<file path="config.mk">
export PLATFORM = sky130hd
export DESIGN_NAME = radix_digit_converter
export DESIGN_NICKNAME = d
export VERILOG_FILES = /design/src/rtl/rdc_pkg.sv /design/src/rtl/rdc_divider.sv /design/src/rtl/rdc_digit_store.sv /design/src/rtl/radix_digit_converter.sv
export SDC_FILE = /design/constraint.sdc
export NUM_CORES = 1
export LEC_CHECK = 0
export BUFFER_PORTS_ARGS = -buffer_cell sky130_fd_sc_hd__buf_2
export CORE_MARGIN = 3
export CORE_UTILIZATION = 63
export CTS_BUF_LIST = sky130_fd_sc_hd__clkbuf_4 sky130_fd_sc_hd__clkbuf_8
export CTS_CLUSTER_DIAMETER = 40
export CTS_CLUSTER_SIZE = 24
export DETAILED_ROUTE_END_ITERATION = 10
export GPL_ROUTABILITY_DRIVEN = 0
export PLACE_DENSITY = 0.92
export SETUP_SLACK_MARGIN = 0.02
export SYNTH_ARGS = -nofsm -noshare
export SYNTH_HDL_FRONTEND = slang
export SYNTH_SLANG_ARGS = --single-unit
</file>
<file path="constraint.sdc">
create_clock -name clk -period 2.8 [get_ports clk]
set_clock_uncertainty 0.05 [all_clocks]
set_input_delay 0.14 -clock clk [delete_from_list [all_inputs] [get_ports clk]]
set_output_delay 0.14 -clock clk [all_outputs]
set_load 0.05 [all_outputs]
</file>
<file path="src/rtl/rdc_pkg.sv">
`default_nettype none
package rdc_pkg;

  localparam int VALUE_WIDTH = 32;
  localparam int MAX_DIGITS  = 31;

  localparam int BASE_W  = 6;
  localparam int DIGIT_W = 6;
  localparam int CHAR_W  = 7;
  localparam int CNT_W   = $clog2(VALUE_WIDTH);
  localparam int ADDR_W  = $clog2(MAX_DIGITS);
  localparam int DCNT_W  = $clog2(MAX_DIGITS + 1);

  localparam int S_TDATA_W = ((VALUE_WIDTH + BASE_W + 7) / 8) * 8;
  localparam int M_TDATA_W = ((CHAR_W + 7) / 8) * 8;
  localparam int M_TUSER_W = 2;

  // tuser bit positions on the result side
  localparam int USER_EMPTY = 0;
  localparam int USER_BAD   = 1;

  localparam logic [BASE_W-1:0]  BASE_MIN   = BASE_W'(2);
  localparam logic [BASE_W-1:0]  BASE_MAX   = BASE_W'(36);
  localparam logic [DIGIT_W-1:0] DIGIT_NINE = DIGIT_W'(9);
  localparam logic [CHAR_W-1:0]  ASCII_ZERO = CHAR_W'(8'h30);
  localparam logic [CHAR_W-1:0]  ASCII_A    = CHAR_W'(8'h41);
  localparam logic [CHAR_W-1:0]  ASCII_A_OFFSET = ASCII_A - CHAR_W'(10);

  typedef struct packed {
    logic busy;
    logic done;
  } div_stat_t;

  function automatic logic [CHAR_W-1:0] digit_to_ascii(input logic [DIGIT_W-1:0] d);
    logic [CHAR_W-1:0] ch;
    if (d <= DIGIT_NINE) begin
      ch = ASCII_ZERO + CHAR_W'(d);
    end else begin
      ch = ASCII_A_OFFSET + CHAR_W'(d);
    end
    return ch;
  endfunction

endpackage
`default_nettype wire

</file>
<file path="src/rtl/rdc_divider.sv">
`default_nettype none
module rdc_divider (
  input  wire logic                             clk,
  input  wire logic                             rst,
  input  wire logic                             start,
  input  wire logic [rdc_pkg::VALUE_WIDTH-1:0]  dividend,
  input  wire logic [rdc_pkg::BASE_W-1:0]       base,
  output rdc_pkg::div_stat_t                    stat,
  output logic      [rdc_pkg::VALUE_WIDTH-1:0]  quotient,
  output logic      [rdc_pkg::DIGIT_W-1:0]      remainder
);
  import rdc_pkg::*;

  // Restoring division, one quotient bit per cycle. The dividend shifts out
  // at the top while quotient bits shift in at the bottom. base must hold
  // steady while busy.
  logic [VALUE_WIDTH-1:0] quo;
  logic [DIGIT_W-1:0]     rem;
  logic [CNT_W-1:0]       cnt;
  logic                   busy;
  logic                   done;

  logic [DIGIT_W:0] trial;
  logic [DIGIT_W:0] diff;
  logic             qbit;

  always_comb begin
    trial = {rem, quo[VALUE_WIDTH-1]};
    diff  = trial - {1'b0, base};
    qbit  = (trial >= {1'b0, base});
  end

  always_ff @(posedge clk) begin
    if (rst) begin
      busy <= 1'b0;
      done <= 1'b0;
      cnt  <= '0;
    end else if (start) begin
      busy <= 1'b1;
      done <= 1'b0;
      cnt  <= CNT_W'(VALUE_WIDTH - 1);
    end else if (busy) begin
      cnt <= cnt - CNT_W'(1);
      if (cnt == '0) begin
        busy <= 1'b0;
        done <= 1'b1;
      end
    end else begin
      done <= 1'b0;
    end
  end

  always_ff @(posedge clk) begin
    if (start) begin
      quo <= dividend;
      rem <= '0;
    end else if (busy) begin
      quo <= {quo[VALUE_WIDTH-2:0], qbit};
      rem <= qbit ? diff[DIGIT_W-1:0] : trial[DIGIT_W-1:0];
    end
  end

  assign stat.busy = busy;
  assign stat.done = done;
  assign quotient  = quo;
  assign remainder = rem;

endmodule
`default_nettype wire

</file>
<file path="src/rtl/rdc_digit_store.sv">
`default_nettype none
module rdc_digit_store (
  input  wire logic                         clk,
  input  wire logic                         we,
  input  wire logic [rdc_pkg::ADDR_W-1:0]   waddr,
  input  wire logic [rdc_pkg::DIGIT_W-1:0]  wdata,
  input  wire logic [rdc_pkg::ADDR_W-1:0]   raddr,
  output logic      [rdc_pkg::DIGIT_W-1:0]  rdata
);
  import rdc_pkg::*;

  // Digits, least significant first; contents undefined until written.
  logic [DIGIT_W-1:0] mem [MAX_DIGITS];

  always_ff @(posedge clk) begin
    if (we) begin
      mem[waddr] <= wdata;
    end
    rdata <= mem[raddr];
  end

endmodule
`default_nettype wire

</file>
<file path="src/rtl/radix_digit_converter.sv">
`default_nettype none
// Channel  Dir  Signals                   Contents (lowest bit first)
// s_*      in   tvalid tready tdata       tdata: value[31:0], base[37:32], zero pad
// m_*      out  tvalid tready tdata tlast tdata: digit_char[6:0], zero pad
//                     tuser               tuser: empty_res[0], bad_base[1]
//
// One item in flight: s_tready is high only while idle. A bad base or a
// value of zero or below yields one flagged result. Otherwise the bit-serial
// divider produces the digits one at a time, then each digit leaves through
// a store read and an output load.
// rst is synchronous; the digit store holds no reset and needs no sweep.
// A stalled m_tready holds the output register and pauses digit emission.
module radix_digit_converter (
  input  wire logic                            clk,
  input  wire logic                            rst,
  input  wire logic                            s_tvalid,
  output logic                                 s_tready,
  input  wire logic [rdc_pkg::S_TDATA_W-1:0]   s_tdata,  // value, base
  output logic                                 m_tvalid,
  input  wire logic                            m_tready,
  output logic      [rdc_pkg::M_TDATA_W-1:0]   m_tdata,  // digit_char
  output logic                                 m_tlast,
  output logic      [rdc_pkg::M_TUSER_W-1:0]   m_tuser   // empty_res, bad_base
);
  import rdc_pkg::*;

  localparam logic [2:0] S_IDLE = 3'd0;
  localparam logic [2:0] S_DIV  = 3'd1;
  localparam logic [2:0] S_FLAG = 3'd2;
  localparam logic [2:0] S_READ = 3'd3;
  localparam logic [2:0] S_EMIT = 3'd4;

  logic [2:0]        state;
  logic [DCNT_W-1:0] digit_count;   // digits written so far
  logic [ADDR_W-1:0] ptr;           // next digit to emit, counts down
  logic [BASE_W-1:0] base_reg;
  logic              bad_flag;
  logic              empty_flag;

  logic [CHAR_W-1:0]    out_char;
  logic                 out_last;
  logic [M_TUSER_W-1:0] out_user;
  logic [M_TUSER_W-1:0] flag_user;

  logic [VALUE_WIDTH-1:0] in_value;
  logic [BASE_W-1:0]      in_base;
  logic                   accept;
  logic                   in_bad;
  logic                   in_nonpos;

  div_stat_t              div_stat;
  logic                   div_start;
  logic [VALUE_WIDTH-1:0] div_dividend;
  logic [VALUE_WIDTH-1:0] div_quo;
  logic [DIGIT_W-1:0]     div_rem;

  logic                   more_digits;
  logic                   out_free;
  logic                   out_load;
  logic [DIGIT_W-1:0]     rd_digit;

  assign in_value  = s_tdata[VALUE_WIDTH-1:0];
  assign in_base   = s_tdata[VALUE_WIDTH +: BASE_W];
  assign s_tready  = (state == S_IDLE);
  assign accept    = s_tvalid && s_tready;
  assign in_bad    = (in_base < BASE_MIN) || (in_base > BASE_MAX);
  assign in_nonpos = (in_value == '0) || in_value[VALUE_WIDTH-1];

  // Keep dividing while the quotient is nonzero and the store has room.
  assign more_digits = (div_quo != '0) && (digit_count < DCNT_W'(MAX_DIGITS - 1));

  assign div_start = (accept && !in_bad && !in_nonpos) ||
                     ((state == S_DIV) && div_stat.done && more_digits);
  assign div_dividend = (state == S_IDLE) ? in_value : div_quo;

  // base_reg is loaded at accept; the divider only reads it from the next cycle.
  rdc_divider u_div (
    .clk       (clk),
    .rst       (rst),
    .start     (div_start),
    .dividend  (div_dividend),
    .base      (base_reg),
    .stat      (div_stat),
    .quotient  (div_quo),
    .remainder (div_rem)
  );

  rdc_digit_store u_store (
    .clk   (clk),
    .we    ((state == S_DIV) && div_stat.done),
    .waddr (digit_count[ADDR_W-1:0]),
    .wdata (div_rem),
    .raddr (ptr),
    .rdata (rd_digit)
  );

  assign out_free = !m_tvalid || m_tready;
  assign out_load = ((state == S_FLAG) || (state == S_EMIT)) && out_free;

  // Control sequencer
  always_ff @(posedge clk) begin
    if (rst) begin
      state       <= S_IDLE;
      digit_count <= '0;
      ptr         <= '0;
    end else begin
      case (state)
        S_IDLE: begin
          if (accept) begin
            digit_count <= '0;
            state       <= (in_bad || in_nonpos) ? S_FLAG : S_DIV;
          end
        end
        S_DIV: begin
          if (div_stat.done) begin
            digit_count <= digit_count + DCNT_W'(1);
            if (!more_digits) begin
              // start from the most significant digit just written
              ptr   <= digit_count[ADDR_W-1:0];
              state <= S_READ;
            end
          end
        end
        S_FLAG: begin
          if (out_free) begin
            state <= S_IDLE;
          end
        end
        S_READ: begin
          state <= S_EMIT;
        end
        S_EMIT: begin
          if (out_free) begin
            if (ptr == '0) begin
              state <= S_IDLE;
            end else begin
              ptr   <= ptr - ADDR_W'(1);
              state <= S_READ;
            end
          end
        end
        default: begin
          state <= S_IDLE;
        end
      endcase
    end
  end

  // Item fields captured at accept
  always_ff @(posedge clk) begin
    if (accept) begin
      base_reg   <= in_base;
      bad_flag   <= in_bad;
      empty_flag <= !in_bad && in_nonpos;
    end
  end

  // Flag bits of a flagged result
  always_comb begin
    flag_user             = '0;
    flag_user[USER_EMPTY] = empty_flag;
    flag_user[USER_BAD]   = bad_flag;
  end

  // Output register: hold while stalled, drop valid once taken.
  always_ff @(posedge clk) begin
    if (rst) begin
      m_tvalid <= 1'b0;
    end else if (out_load) begin
      m_tvalid <= 1'b1;
    end else if (m_tready) begin
      m_tvalid <= 1'b0;
    end
  end

  always_ff @(posedge clk) begin
    if (out_load) begin
      if (state == S_FLAG) begin
        out_char <= '0;
        out_last <= 1'b1;
        out_user <= flag_user;
      end else begin
        out_char <= digit_to_ascii(rd_digit);
        out_last <= (ptr == '0);
        out_user <= '0;
      end
    end
  end

  assign m_tdata = M_TDATA_W'(out_char);
  assign m_tlast = out_last;
  assign m_tuser = out_user;

  a_flag_path: assert property (@(posedge clk) disable iff (rst)
    accept && (in_bad || in_nonpos) |=> state == S_FLAG)
    else $error("flagged item did not take the flag path");

  a_flag_result: assert property (@(posedge clk) disable iff (rst)
    m_tvalid && (m_tuser != '0) |-> (m_tdata == '0) && m_tlast)
    else $error("flagged result carries a digit or is not last");

  a_done_in_div: assert property (@(posedge clk) disable iff (rst)
    div_stat.done |-> state == S_DIV)
    else $error("divider finished outside the divide phase");

  a_idle_div: assert property (@(posedge clk) disable iff (rst)
    s_tready |-> !div_stat.busy)
    else $error("input ready while the divider is busy");

endmodule
`default_nettype wire

</file>
==> results.py <==
metrics = {
    "cells_and_area": {
        "most-common-layout-cells": "236 x edfxtp_1, 59 x nor2_1, 53 x buf_2, 44 x mux4_2, 42 x dlygate4sd3_1",
        "drive_above_1_share_pct": 27.7,
        "diodes": 0,
        "largest_reg_flops": 186,
        "fill_cells": 846,
        "final_core_util_pct": 75.8,
        "fin_nets": 922,
        "multi_input_area_um2": 3530,
        "seq_area_um2": 7750,
        "top_register": "u_store.mem",
        "layout_commonest_cell": "edfxtp_1",
        "synthToLayoutAreaGrowth_pct": 15.6,
    },
    "critical_path": {
        "cp_max_fo": 10,
        "cp.required_ns": 2.97,
        "worstSetupPathType": "reg -> reg",
        "r2r_cells": 4,
        "cp-start-kind": "flip-flop",
        "r2r_slack_ns": -0.15,
        "path_cells": "nor3b_1 > and2_1 > nand2_1 > nor2_1",
        "cp_slowest_cell": "nor2_1",
        "path_delay_family": "simple AND/OR/NAND/NOR gates",
        "rr_endpoint": "u_store.mem[1][1]",
        "critical_path_arrival_ns": 3.11,
        "critPathLaunch": "state[0]",
        "end_kind": "flip-flop",
        "cp_slowest_stage_delay_ns": 0.68,
        "reg2reg_from": "state[0]",
        "path_buf_inv": 0,
    },
    "synth": {
        "avgSynthCellArea_um2": 15.8,
        "ys_types": 64,
        "syn_nets": 790,
        "synthFlopType": "edfxtp_1",
        "async_reset_ff_share_pct": 0,
        "yosysWarnings": 0,
        "syn_inst": 728,
        "synth_top_area_share_pct": 61.4,
        "yosys.area.top_type": "edfxtp_1",
        "synthTopCellsByArea": "edfxtp_1 61%, mux4_2 8.6%, dfxtp_1 5.7%, nor2_1 2.0%, mux2i_1 1.9%",
        "netlist_area_um2": 11500,
        "synth_edf_count": 236,
        "yosysSeqAreaShare_pct": 67.2,
        "synth_seq_cells": 269,
    },
    "drt": {
        "drt_pass1_iterations": 5,
        "wl_um": 31100,
        "drtIter0Drc": 1053,
        "drc": 0,
        "vias_per_cell": 6.95,
        "wire_per_inst_um": 28.0,
        "vias": 7713,
        "final_antenna_net_count": 0,
    },
    "timing": {
        "slew_viol_final": 0,
        "relSlewSlack_pct": 53.8,
        "finalSetupViolCount": 90,
        "period_share_pct": 105,
        "hold_viol": 0,
        "finalWorstSetupSlack_ns": -0.145,
        "tightest_slew_ns": 0.690,
        "rsz0062_at_grt": "yes",
        "max_freq_ghz": 0.340,
        "fin_crit_ns": 2.95,
    },
    "die": {
        "die_x_um": 141,
        "dieArea_um2": 20000,
        "die_y_um": 141,
        "initial_core_util_pct": 65.5,
        "fp.coreArea_um2": 17600,
        "num_io_pins": 57,
        "num_rows": 48,
    },
    "power": {
        "power_density_nw_per_um2": 709,
        "max-vdd-ir-drop_mv": 0.520,
        "power.total_mw": 9.45,
        "p_leak_nw": 4.50,
    },
    "global_route": {
        "grt_overflow_total": 0,
        "grt.total_usage_pct": 30.4,
        "grt_antenna_before_repair": 0,
        "grt_pass1_wl_um": 45900,
        "grt_pass1_vias": 7867,
        "grt_max_degree": 35,
    },
    "clock_network": {
        "clock_latency_ns": 0.61,
        "root_buffer": "clkbuf_8",
        "clock-sinks": 269,
        "htreeDepth": 1,
        "clock_path_buffers": 3,
        "clkTransAtPathRegs_ns": 0.09,
        "cts_tree": "done",
        "cts_buffers": 31,
    },
    "status": {
        "status": "finished with violations",
        "violations": "setup timing",
    },
    "min_path": {
        "hold_start": "s_tdata[36]",
        "min_to": "base_reg[4]",
        "holdCritPathClass": "in -> reg",
        "hold-path-cell-count": 2,
    },
    "flow_run": {
        "cap_violations": 0,
    },
    "placed_design": {
        "portBuffers": 53,
        "hpwlAfterDp_um": 16500,
    },
}
## worst max path at each step
| stage | cells past startpoint | slack [ns] | endpoint |
|---|---|---|---|
| 2_1_floorplan | 6 | 0.33 | u_div.quotient[0] |
| 3_3_place_gp | 6 | 0.32 | u_div.quotient[7] |
| 3_5_place_dp | 4 | 0.25 | u_store.mem[21][0] |
| 4_1_cts | 4 | 0.17 | u_store.mem[9][3] |
| 5_1_grt | 4 | -0.16 | u_store.mem[11][5] |
| 6_report | 4 | -0.15 | u_store.mem[1][1] |
## where the power goes
group	switching, mW	total [mW]	internal, mW	leakage, nW
registers	0.0956	4.99	4.90	2.43
logic	1.03	1.47	0.435	1.71
clock network	1.57	2.99	1.42	0.358
total	2.70	9.45	6.75	4.50
## stage by stage
step	cell area (um^2)	TNS, ns	cells	hold slack [ns]	worst slack (ns)
global route	13300	-10.89	1110	0.250	-0.165
detailed placement	12200	0	1007	0.283	0.246
finish	13300	-4.86	1110	0.259	-0.145
global placement	12200	0	1007	0.280	0.322
floorplan	11500	0	728	0.189	0.328
CTS	13300	0	1107	0.230	0.171
## layout make-up
type | instances | area share (%)
Tap cell | 225 | 2.11
Inverter | 23 | 0.657
Clock inverter | 19 | 1.49
Sequential cell | 269 | 58.1
Multi-Input combinational cell | 402 | 26.5
Timing Repair Buffer | 133 | 7.38
Clock buffer | 39 | 3.74
## per-layer routing
layer	wire (um)	part of all wire [%]	vias up	track usage, %
met5	0	0	-	0
met4	2160	6.9	0	16.1
met3	2720	8.7	181	4.85
met2	16000	51	683	52.8
met1	10200	33	3742	36.7
li1	-	-	3107	-
## kinds of logic after synthesis
logic type | count (synthesis) | synth area share, %
buffers and inverters | 57 | 2.36
xor gates and xnor gates | 14 | 1.06
DFF | 269 | 67.2
muxes | 99 | 14.2
and+or+nand+nor | 175 | 7.88
adders and majority gates | 18 | 2.02
other | 1 | 0.0325
AOI/OAI and AO/OA | 95 | 5.29
## cell usage after synthesis (10+ instances only)
master and count:
edfxtp_1 236, nor2_1 62, mux4_2 44, dfxtp_1 33, a21oi_1 27, nand2_1 23, o21ai_0 23, inv_1 22
mux2i_1 22, mux2_2 19, ha_1 17, nor4_1 16, clkbuf_1 15, mux2_4 14, buf_2 10, nand3_1 10
## repair_timing
item,4_1_cts,5_1_grt
resized for setup,0,5
endpoints found under the setup margin,0,67
hold buffers,42,0
setup buffers,0,3
hold endpoints to repair,51,0
Note: power is estimated with default switching activity, not from simulation.
